--- config.mk ---
export PLATFORM = sky130hd
export DESIGN_NAME = ultrasonic_ranging_sequencer
export DESIGN_NICKNAME = d
export VERILOG_FILES = /design/src/hdl/urs_pkg.sv /design/src/hdl/ultrasonic_ranging_sequencer.sv /design/src/hdl/urs_div.sv
export SDC_FILE = /design/constraint.sdc
export NUM_CORES = 1
export LEC_CHECK = 0
export ABC_CLOCK_PERIOD_IN_PS = 7900
export BUFFER_PORTS_ARGS = -buffer_cell sky130_fd_sc_hd__buf_4
export CAP_MARGIN = 25
export CORE_ASPECT_RATIO = 2
export CORE_UTILIZATION = 30
export CTS_CLUSTER_DIAMETER = 50
export CTS_CLUSTER_SIZE = 10
export DETAILED_ROUTE_END_ITERATION = 8
export SLEW_MARGIN = 20
export SYNTH_ARGS = -nofsm -noshare
export SYNTH_HDL_FRONTEND = slang
export SYNTH_SLANG_ARGS = --single-unit
--- constraint.sdc ---
create_clock -name i_clk -period 7.9 [get_ports i_clk]
set_input_delay 0.79 -clock i_clk [delete_from_list [all_inputs] [get_ports i_clk]]
set_output_delay 0.79 -clock i_clk [all_outputs]
set_load 0.02 [all_outputs]
--- src/hdl/urs_pkg.sv ---
// Shared constants for the ultrasonic ranging sequencer.
// Used by urs_div.sv and ultrasonic_ranging_sequencer.sv; no dependencies.

package urs_pkg;

    // Number of sensors served round-robin
    localparam int NUM_SENSORS_DEF = 6;
    localparam int NUM_SENSORS_MAX = 16;

    // Fixed field widths
    localparam int OP_W     = 2;
    localparam int SENSOR_W = 3;
    localparam int TIME_W   = 32;
    localparam int MASK_W   = 6;
    localparam int MM_W     = 16;
    localparam int CPU_W    = 8;

    // Stream words
    localparam int S_TDATA_W = 40;
    localparam int S_TUSER_W = OP_W;
    localparam int M_TDATA_W = 40;
    localparam int M_TUSER_W = 1;

    // Event kinds
    localparam logic [OP_W-1:0] OP_TICK  = 2'd0;
    localparam logic [OP_W-1:0] OP_TIMER = 2'd1;
    localparam logic [OP_W-1:0] OP_EDGE  = 2'd2;

    // Register file
    localparam int               APB_ADDR_W     = 3;
    localparam int               APB_DATA_W     = 32;
    localparam logic             REG_CYCLES_PER_US = 1'b0;
    localparam logic [CPU_W-1:0] CPU_RESET      = 8'd48;

    // Distance scaling: mm = floor(len * 10 / (cycles_per_us * 29))
    localparam int MM_SCALE   = 10;
    localparam int MM_DIVIDER = 29;

    // Serial divider sizing: 36-bit dividend, 13-bit divisor (255 * 29 < 8192)
    localparam int DIVIDEND_W = TIME_W + 4;
    localparam int DIVISOR_W  = 13;
    localparam int DIV_STEPS  = DIVIDEND_W;
    localparam int DIV_CNT_W  = $clog2(DIV_STEPS + 1);

endpackage

--- src/hdl/ultrasonic_ranging_sequencer.sv ---
// Top level of the ultrasonic ranging sequencer: sensor phases, pin masks,
// echo time store and the event sequencer. Depends on urs_pkg and urs_div.
//
//  channel   dir  handshake               word contents
//  s_axis    in   tvalid/tready           tuser: op; tdata: sensor, now
//  m_axis    out  tvalid/tready           tuser: distance_valid; tdata: masks,
//                                          restart, sensor, distance
//  apb       in   psel/penable, pready=1  cycles_per_us at byte address 0
//
// Timer events, ticks without a distance, echo starts, ignored edges and unused
// kinds go straight to the output stage; an echo end takes a store read, then
// a length write. A tick that reports a distance waits for the 36-step serial
// divider. Reset is synchronous and clears phases, masks and the round-robin
// pointer; the echo store needs no clearing. A stalled output holds its word;
// the next word is accepted meanwhile and waits in the sequencer until the
// output register frees.

module ultrasonic_ranging_sequencer #(
    parameter int NUM_SENSORS = urs_pkg::NUM_SENSORS_DEF
) (
    input  logic                            i_clk,
    input  logic                            i_rst_n,
    // input events
    input  logic                            s_axis_tvalid,
    output logic                            s_axis_tready,
    input  logic [urs_pkg::S_TDATA_W-1:0]   s_axis_tdata,   // [2:0] sensor, [34:3] now
    input  logic [urs_pkg::S_TUSER_W-1:0]   s_axis_tuser,   // [1:0] op
    // results
    output logic                            m_axis_tvalid,
    input  logic                            m_axis_tready,
    // [5:0] pin_level_mask, [11:6] pin_output_mask, [17:12] echo_listen_mask,
    // [18] restart_timer, [21:19] distance_sensor, [37:22] distance_mm
    output logic [urs_pkg::M_TDATA_W-1:0]   m_axis_tdata,
    output logic [urs_pkg::M_TUSER_W-1:0]   m_axis_tuser,   // [0] distance_valid
    // configuration
    input  logic                            psel,
    input  logic                            penable,
    input  logic                            pwrite,
    input  logic [urs_pkg::APB_ADDR_W-1:0]  paddr,
    input  logic [urs_pkg::APB_DATA_W-1:0]  pwdata,
    output logic [urs_pkg::APB_DATA_W-1:0]  prdata,
    output logic                            pready
);

    localparam int SEL_W = (NUM_SENSORS > 1) ? $clog2(NUM_SENSORS) : 1;

    typedef enum logic [2:0] {
        PH_IDLE       = 3'd0,
        PH_TRIG_DELAY = 3'd2,
        PH_TRIG_HIGH  = 3'd3,
        PH_TRIG_DONE  = 3'd4,
        PH_ECHO_START = 3'd5,
        PH_ECHO_END   = 3'd6
    } t_phase;

    typedef enum logic [2:0] {
        S_IDLE,
        S_RDWAIT,
        S_EDGE,
        S_SCALE,
        S_DIV,
        S_DONE
    } t_state;

    // control state
    t_state                         r_state, n_state;
    t_phase                         r_phase [NUM_SENSORS];
    t_phase                         n_phase [NUM_SENSORS];
    logic [NUM_SENSORS-1:0]         r_level, n_level;
    logic [NUM_SENSORS-1:0]         r_dir, n_dir;
    logic [SEL_W-1:0]               r_next, n_next;
    logic [urs_pkg::CPU_W-1:0]      r_cpu;

    // per-item working registers
    logic [SEL_W-1:0]               r_sel, n_sel;
    logic [urs_pkg::TIME_W-1:0]     r_now, n_now;
    logic                           r_restart, n_restart;
    logic                           r_dvalid, n_dvalid;
    logic [urs_pkg::MM_W-1:0]       r_mm, n_mm;

    // output register
    logic                           r_out_valid;
    logic [urs_pkg::M_TDATA_W-1:0]  r_out_data;
    logic                           r_out_user;

    // echo time store: start time, then overwritten by the echo length
    logic [urs_pkg::TIME_W-1:0]     r_echo_mem [NUM_SENSORS];
    logic [urs_pkg::TIME_W-1:0]     r_rd;
    logic                           mem_we;
    logic [SEL_W-1:0]               mem_wa;
    logic [urs_pkg::TIME_W-1:0]     mem_wd;

    // divider hookup
    logic                           div_start;
    logic                           div_done;
    logic [urs_pkg::DIVIDEND_W-1:0] div_num;
    logic [urs_pkg::DIVISOR_W-1:0]  div_den;
    logic [urs_pkg::DIVIDEND_W-1:0] div_quo;

    // input fields
    logic [urs_pkg::OP_W-1:0]       in_op;
    logic [urs_pkg::SENSOR_W-1:0]   in_sensor;
    logic [urs_pkg::TIME_W-1:0]     in_now;
    logic [SEL_W-1:0]               in_idx;
    logic                           in_ok;
    logic                           accept;
    logic                           out_free;

    // output masks
    logic [NUM_SENSORS-1:0]         listen;
    logic [urs_pkg::MASK_W-1:0]     level_m, dir_m, listen_m;
    logic [urs_pkg::SENSOR_W-1:0]   dsens;

    assign in_op     = s_axis_tuser[urs_pkg::OP_W-1:0];
    assign in_sensor = s_axis_tdata[urs_pkg::SENSOR_W-1:0];
    assign in_now    = s_axis_tdata[urs_pkg::SENSOR_W +: urs_pkg::TIME_W];
    assign in_idx    = SEL_W'(in_sensor);
    assign in_ok     = (32'(in_sensor) < NUM_SENSORS);

    assign s_axis_tready = (r_state == S_IDLE);
    assign accept        = s_axis_tvalid && s_axis_tready;
    assign out_free      = !r_out_valid || m_axis_tready;

    // APB register
    assign pready = 1'b1;
    assign prdata = (paddr[2] == urs_pkg::REG_CYCLES_PER_US)
                  ? urs_pkg::APB_DATA_W'(r_cpu) : '0;

    always_ff @(posedge i_clk) begin
        if (!i_rst_n) begin
            r_cpu <= urs_pkg::CPU_RESET;
        end else if (psel && penable && pwrite && pready
                     && paddr[2] == urs_pkg::REG_CYCLES_PER_US) begin
            r_cpu <= pwdata[urs_pkg::CPU_W-1:0];
        end
    end

    // listening sensors and 6-bit views of the per-sensor bits
    always_comb begin
        for (int k = 0; k < NUM_SENSORS; k++) begin
            listen[k] = (r_phase[k] == PH_TRIG_DONE) || (r_phase[k] == PH_ECHO_START);
        end
    end

    generate
        for (genvar b = 0; b < urs_pkg::MASK_W; b++) begin : g_mask
            if (b < NUM_SENSORS) begin : g_on
                assign level_m[b]  = r_level[b];
                assign dir_m[b]    = r_dir[b];
                assign listen_m[b] = listen[b];
            end else begin : g_off
                assign level_m[b]  = 1'b0;
                assign dir_m[b]    = 1'b0;
                assign listen_m[b] = 1'b0;
            end
        end
    endgenerate

    assign dsens = r_dvalid ? urs_pkg::SENSOR_W'(r_sel) : '0;

    // scaled echo length and combined divisor (10 * len) / (29 * cycles_per_us)
    assign div_num = urs_pkg::DIVIDEND_W'(r_rd) * urs_pkg::DIVIDEND_W'(urs_pkg::MM_SCALE);
    assign div_den = urs_pkg::DIVISOR_W'(r_cpu) * urs_pkg::DIVISOR_W'(urs_pkg::MM_DIVIDER);
    assign div_start = (r_state == S_SCALE);

    urs_div u_div (
        .i_clk      (i_clk),
        .i_rst_n    (i_rst_n),
        .i_start    (div_start),
        .i_dividend (div_num),
        .i_divisor  (div_den),
        .o_done     (div_done),
        .o_quotient (div_quo)
    );

    // sequencer next-state logic
    always_comb begin
        n_state   = r_state;
        n_phase   = r_phase;
        n_level   = r_level;
        n_dir     = r_dir;
        n_next    = r_next;
        n_sel     = r_sel;
        n_now     = r_now;
        n_restart = r_restart;
        n_dvalid  = r_dvalid;
        n_mm      = r_mm;
        mem_we    = 1'b0;
        mem_wa    = r_sel;
        mem_wd    = r_now - r_rd;

        unique case (r_state)
            S_IDLE: begin
                if (accept) begin
                    n_restart = 1'b0;
                    n_dvalid  = 1'b0;
                    n_mm      = '0;
                    n_state   = S_DONE;
                    priority if (in_op == urs_pkg::OP_TICK) begin
                        // serve the round-robin sensor and re-trigger it
                        n_sel = r_next;
                        if (r_phase[r_next] == PH_ECHO_END) begin
                            n_dvalid = 1'b1;
                            n_state  = S_RDWAIT;
                        end
                        n_dir[r_next]   = 1'b1;
                        n_level[r_next] = 1'b0;
                        n_phase[r_next] = PH_TRIG_DELAY;
                        n_restart       = 1'b1;
                        n_next = (32'(r_next) == NUM_SENSORS - 1) ? '0 : r_next + 1'b1;
                    end else if (in_op == urs_pkg::OP_TIMER) begin
                        // raise waiting trigger pins, release raised ones
                        for (int k = 0; k < NUM_SENSORS; k++) begin
                            if (r_phase[k] == PH_TRIG_DELAY) begin
                                n_level[k] = 1'b1;
                                n_phase[k] = PH_TRIG_HIGH;
                                n_restart  = 1'b1;
                            end else if (r_phase[k] == PH_TRIG_HIGH) begin
                                n_level[k] = 1'b0;
                                n_dir[k]   = 1'b0;
                                n_phase[k] = PH_TRIG_DONE;
                            end
                        end
                    end else if (in_op == urs_pkg::OP_EDGE) begin
                        // echo start stamps the time; echo end needs a store read
                        if (in_ok) begin
                            n_sel = in_idx;
                            n_now = in_now;
                            if (r_phase[in_idx] == PH_TRIG_DONE) begin
                                mem_we          = 1'b1;
                                mem_wa          = in_idx;
                                mem_wd          = in_now;
                                n_phase[in_idx] = PH_ECHO_START;
                            end else if (r_phase[in_idx] == PH_ECHO_START) begin
                                n_phase[in_idx] = PH_ECHO_END;
                                n_state         = S_RDWAIT;
                            end
                        end
                    end else begin
                        n_state = S_DONE;
                    end
                end
            end
            S_RDWAIT: begin
                n_state = r_dvalid ? S_SCALE : S_EDGE;
            end
            S_EDGE: begin
                // length modulo 2^32
                mem_we  = 1'b1;
                n_state = S_DONE;
            end
            S_SCALE: begin
                n_state = S_DIV;
            end
            S_DIV: begin
                if (div_done) begin
                    n_mm    = (|div_quo[urs_pkg::DIVIDEND_W-1:urs_pkg::MM_W])
                            ? '1 : div_quo[urs_pkg::MM_W-1:0];
                    n_state = S_DONE;
                end
            end
            S_DONE: begin
                if (out_free) begin
                    n_state = S_IDLE;
                end
            end
            default: begin
                n_state = S_IDLE;
            end
        endcase
    end

    // state and registered outputs
    always_ff @(posedge i_clk) begin
        if (!i_rst_n) begin
            r_state     <= S_IDLE;
            r_level     <= '0;
            r_dir       <= '0;
            r_next      <= '0;
            r_out_valid <= 1'b0;
            for (int k = 0; k < NUM_SENSORS; k++) begin
                r_phase[k] <= PH_IDLE;
            end
        end else begin
            r_state   <= n_state;
            r_phase   <= n_phase;
            r_level   <= n_level;
            r_dir     <= n_dir;
            r_next    <= n_next;
            r_sel     <= n_sel;
            r_now     <= n_now;
            r_restart <= n_restart;
            r_dvalid  <= n_dvalid;
            r_mm      <= n_mm;
            if (r_state == S_DONE && out_free) begin
                r_out_valid <= 1'b1;
                r_out_user  <= r_dvalid;
                r_out_data  <= urs_pkg::M_TDATA_W'({r_mm, dsens, r_restart,
                                                   listen_m, dir_m, level_m});
            end else if (m_axis_tready) begin
                r_out_valid <= 1'b0;
            end
        end
    end

    // echo store: one write port, registered read
    always_ff @(posedge i_clk) begin
        if (mem_we) begin
            r_echo_mem[mem_wa] <= mem_wd;
        end
        r_rd <= r_echo_mem[r_sel];
    end

    assign m_axis_tvalid = r_out_valid;
    assign m_axis_tdata  = r_out_data;
    assign m_axis_tuser  = r_out_user;

endmodule

--- src/hdl/urs_div.sv ---
// Restoring serial divider, one quotient bit per cycle.
// Depends on urs_pkg for the dividend, divisor and counter widths.

module urs_div (
    input  logic                             i_clk,
    input  logic                             i_rst_n,
    input  logic                             i_start,
    input  logic [urs_pkg::DIVIDEND_W-1:0]   i_dividend,
    input  logic [urs_pkg::DIVISOR_W-1:0]    i_divisor,
    output logic                             o_done,
    output logic [urs_pkg::DIVIDEND_W-1:0]   o_quotient
);

    logic [urs_pkg::DIV_CNT_W-1:0]  r_cnt;
    logic                           r_done;
    logic [urs_pkg::DIVIDEND_W-1:0] r_work;
    logic [urs_pkg::DIVISOR_W-1:0]  r_rem;
    logic [urs_pkg::DIVISOR_W-1:0]  r_den;

    logic [urs_pkg::DIVISOR_W:0]    partial;
    logic [urs_pkg::DIVISOR_W:0]    diff;
    logic                           ge;

    // one trial subtraction per cycle
    always_comb begin
        partial = {r_rem, r_work[urs_pkg::DIVIDEND_W-1]};
        ge      = (partial >= {1'b0, r_den});
        diff    = partial - {1'b0, r_den};
    end

    // dividend shifts out the top while quotient bits shift in at the bottom
    always_ff @(posedge i_clk) begin
        if (!i_rst_n) begin
            r_cnt  <= '0;
            r_done <= 1'b0;
        end else begin
            r_done <= 1'b0;
            if (i_start) begin
                r_cnt  <= urs_pkg::DIV_CNT_W'(urs_pkg::DIV_STEPS);
                r_work <= i_dividend;
                r_den  <= i_divisor;
                r_rem  <= '0;
            end else if (r_cnt != '0) begin
                r_cnt  <= r_cnt - 1'b1;
                r_work <= {r_work[urs_pkg::DIVIDEND_W-2:0], ge};
                r_rem  <= ge ? diff[urs_pkg::DIVISOR_W-1:0]
                             : partial[urs_pkg::DIVISOR_W-1:0];
                if (r_cnt == urs_pkg::DIV_CNT_W'(1)) begin
                    r_done <= 1'b1;
                end
            end
        end
    end

    assign o_done     = r_done;
    assign o_quotient = r_work;

endmodule

==> results by group <==
Floorplanning
  – Standard-cell rows: 140
  – Boundary Pins: 160
  – Core Footprint: 0.0729 mm²
  – Die Outline Area: 0.0747 mm²
  – Effective utilization at floorplan: 30.3%
  – DIE WIDTH: 194 µm
  – Chip Height: 385 µm

Placement
  – Total of buffers placed on input and output ports: 101
  – Placer congestion estimate: 0.862
  – Detailed placement HPWL: 37.3 mm

GRT
  – Vias in the first global route: 15314
  – Global-route wire length before repair: 83.9 mm
  – Aggregate global routing overflow: 0
  – Initial antenna violation count: 0
  – Overall routing resource usage: 14.3%
  – Pin count of the biggest net entering global routing: 67

STA
  – Number of endpoints failing setup at the final stage: 0
  – Final Cycle Share: 52.9%
  – Maximum operating frequency: 239 MHz
  – Total Neg Setup Slack: 0 ns
  – RSZ-0062 raised after global routing: false
  – Pins over their slew limit: 0
  – Hold Vio Cnt, Final: 0
  – Setup Skew: 0.0744 ns
  – Min Clock Period, post-route: 4.18 ns
  – Max-Slew Margin vs Limit: 36.7%
  – Slew at the pin closest to its max-slew limit: 0.947 ns

Yosys
  – Cells after synthesis: 1896
  – Top_reg_cell synth: sky130_fd_sc_hd__edfxtp_1
  – Number of distinct library cell variants in the gate-level netlist after synthesis: 76
  – Number of storage elements in the synthesis netlist: 430
  – Post-synth EDFFs: 346
  – Share of the yosys chip area belonging to registers: 54.7%
  – FFs w/ async S/R, synth: 0%
  – YS warnings: 0
  – Post-Syn Area: 0.0221 mm²
  – Average cell area after synthesis: 11.6 µm²

Clocking
  – Buffer count from post-CTS setup fixing: 0
  – Number of sinks handled by clock tree synthesis: 430
  – Root Driver: sky130_fd_sc_hd__clkbuf_16
  – Clock slew at reported path FFs: 0.06 ns
  – Cts hold-fix bufs: 0
  – Clock latency on the worst-skew pair: 0.63 ns
  – CTS HTree Levels: 2
  – Inserted Clock Buffers: 51
  – TritonCTS clock tree: done
  – Maximum buffer depth of the clock tree: 3
  – Number of gates resized after CTS: 0

Drt
  – Detailed Route WL: 53.5 mm
  – Antenna Violating Nets Remaining: 0
  – Detailed-router iteration count before antenna repair: 5
  – WL per Instance: 18.2 µm
  – # DRC: 0
  – Total vias in the final route: 14809
  – Vias per cell: 5.03
  – Number of DRC markers in iteration 0: 777

Finish
  – Synth-to-Final Area Change: 14.5%
  – Most common library cell in the layout ignoring fill and taps: sky130_fd_sc_hd__edfxtp_1
  – Most frequent cells in the layout: 346 x sky130_fd_sc_hd__edfxtp_1, 188 x sky130_fd_sc_hd__nand2_1, 136 x sky130_fd_sc_hd__o21ai_0
  – Share of post-route cells with drive strength above 1: 12.1%
  – Post-layout net count: 2216
  – Core Util, Final: 34.6%
  – # diodes: 0

Min path
  – Classification of the worst-slack hold path: input pin to flip-flop

Power
  – Leakage power: 9.80 nW
  – Power Dens Cells: 246 mW/mm²
  – Worst-case vdd ir drop: 0.181 mV

Worst setup path
  – Crit path required time: 8.10 ns
  – Endpoint arrival time on the critical path: 4.38 ns
  – Critical-path maximum fanout: 52
  – Sort of element at the start of the critical path: flip-flop
  – Sort of element at the end of the critical path: flip-flop
  – Setup CP Type: flip-flop to flip-flop

Run
  – Max_cap viols: 0

Outcome
  – Outcome: completed
[layout make-up]
class                      instances  area (µm²)
sequential                       430       12100
tap                              923        1150
fill                            7171       47600
inverter                         108         405
multi-input combinational       1276        9170
timing repair buffer             119         913
clock inverter                     7         121
clock buffer                      84        1410
[critical path: stages (launching register included)]
cell	delay, ns
sky130_fd_sc_hd__dfxtp_1	0.43
sky130_fd_sc_hd__nor2b_1	0.35
sky130_fd_sc_hd__o31ai_1	0.11
sky130_fd_sc_hd__a2111oi_1	0.48
sky130_fd_sc_hd__a31oi_1	0.16
sky130_fd_sc_hd__nand2b_1	0.46
sky130_fd_sc_hd__or3_4	0.75
sky130_fd_sc_hd__o22ai_1	0.19
sky130_fd_sc_hd__o21ai_0	0.18
sky130_fd_sc_hd__nor2_2	0.16
sky130_fd_sc_hd__buf_4	0.50
[metal layers]
layer	GRT usage [%]	part of all wire, %
met2	27.7	54
met4	6.79	4.0
met5	0	0
met1	15.0	38
met3	1.91	3.7
[cells in the mapped netlist (4+ instances only)]
master | n | share of area [%]
sky130_fd_sc_hd__edfxtp_1 | 346 | 47
sky130_fd_sc_hd__nand2_1 | 188 | 3.2
sky130_fd_sc_hd__o21ai_0 | 136 | 3.1
sky130_fd_sc_hd__nor2_1 | 134 | 2.3
sky130_fd_sc_hd__ha_1 | 132 | 7.5
sky130_fd_sc_hd__a21oi_1 | 107 | 2.4
sky130_fd_sc_hd__inv_1 | 107 | 1.8
sky130_fd_sc_hd__dfxtp_1 | 84 | 7.6
sky130_fd_sc_hd__clkbuf_1 | 55 | 0.94
sky130_fd_sc_hd__mux2i_1 | 46 | 2.1
sky130_fd_sc_hd__xnor2_1 | 36 | 1.4
sky130_fd_sc_hd__a21o_1 | 35 | 1.2
sky130_fd_sc_hd__mux4_2 | 33 | 3.4
sky130_fd_sc_hd__o21a_1 | 32 | 1.1
sky130_fd_sc_hd__xor2_1 | 32 | 1.3
sky130_fd_sc_hd__nand3_1 | 29 | 0.66
sky130_fd_sc_hd__buf_4 | 27 | 0.92
sky130_fd_sc_hd__nor2b_1 | 24 | 0.68
sky130_fd_sc_hd__a31oi_1 | 22 | 0.62
sky130_fd_sc_hd__nor3_1 | 19 | 0.43
sky130_fd_sc_hd__a211oi_1 | 18 | 0.61
sky130_fd_sc_hd__o211ai_1 | 17 | 0.58
sky130_fd_sc_hd__o31ai_1 | 17 | 0.58
sky130_fd_sc_hd__nand2b_1 | 15 | 0.43
sky130_fd_sc_hd__fa_1 | 14 | 1.3
sky130_fd_sc_hd__o211a_1 | 13 | 0.59
sky130_fd_sc_hd__a21boi_0 | 12 | 0.41
sky130_fd_sc_hd__buf_1 | 12 | 0.20
sky130_fd_sc_hd__o221ai_1 | 12 | 0.48
sky130_fd_sc_hd__nor4_1 | 10 | 0.28
sky130_fd_sc_hd__or3_1 | 10 | 0.28
sky130_fd_sc_hd__and2_1 | 9 | 0.26
sky130_fd_sc_hd__and3_1 | 8 | 0.23
sky130_fd_sc_hd__o21bai_1 | 8 | 0.27
sky130_fd_sc_hd__buf_2 | 7 | 0.16
sky130_fd_sc_hd__nor3b_1 | 7 | 0.24
sky130_fd_sc_hd__buf_6 | 6 | 0.31
sky130_fd_sc_hd__nand3b_1 | 6 | 0.20
sky130_fd_sc_hd__nand4_1 | 4 | 0.11
[kinds of logic after synthesis]
family | after synthesis | share of synthesized area [%]
xor+xnor | 68 | 2.70
other cells | 2 | 0.0340
compound gates | 480 | 14.1
flops | 430 | 54.7
buf+inv | 215 | 4.36
mux | 83 | 5.66
fa+ha+maj | 146 | 8.76
simple gates | 472 | 9.62
[path summary, 6_finish.rpt]
check,end,cells after the start,slack (ns),start
setup reg to reg,r_echo_mem[3][3],10,3.72,r_phase[17]
hold reg to reg,m_axis_tdata[5],0,0.40,level_m[5]
setup / recovery,r_echo_mem[3][3],10,3.72,r_phase[17]
hold / removal,r_now[15],1,0.35,s_axis_tdata[18]
[per-stage QoR]
step	power, W	hold WS, ns	std cells	setup WS, ns	cell area (µm²)
4_1_cts	0.00629	0.312	2947	3.69	25200
2_1_floorplan	0.00377	0.400	1921	3.37	22200
3_3_place_gp	0.00405	0.406	2855	3.26	23700
3_5_place_dp	0.00410	0.405	2856	3.24	23700
5_1_grt	0.00652	0.331	2947	3.50	25200
6_report	0.00622	0.346	2947	3.72	25200
[report_power, final]
| group | internal, W | switching (W) |
|---|---|---|
| Sequential | 0.00274 | 0.000125 |
| Clock | 0.00123 | 0.000936 |
| Combinational | 0.000470 | 0.000720 |
[registers in the layout, indices dropped and copies added, names as in the netlist, 8 cells and up, named ones only]
| signal | flops |
|---|---|
| u_div.r_den | 13 |
| u_div.o_quotient | 36 |
| r_rd | 32 |
| u_div.r_rem | 13 |
| r_echo_mem | 192 |
| r_cpu | 8 |
| r_now | 32 |
| m_axis_tdata | 38 |
| r_mm | 16 |
Note: power is estimated with default switching activity, not from simulation.
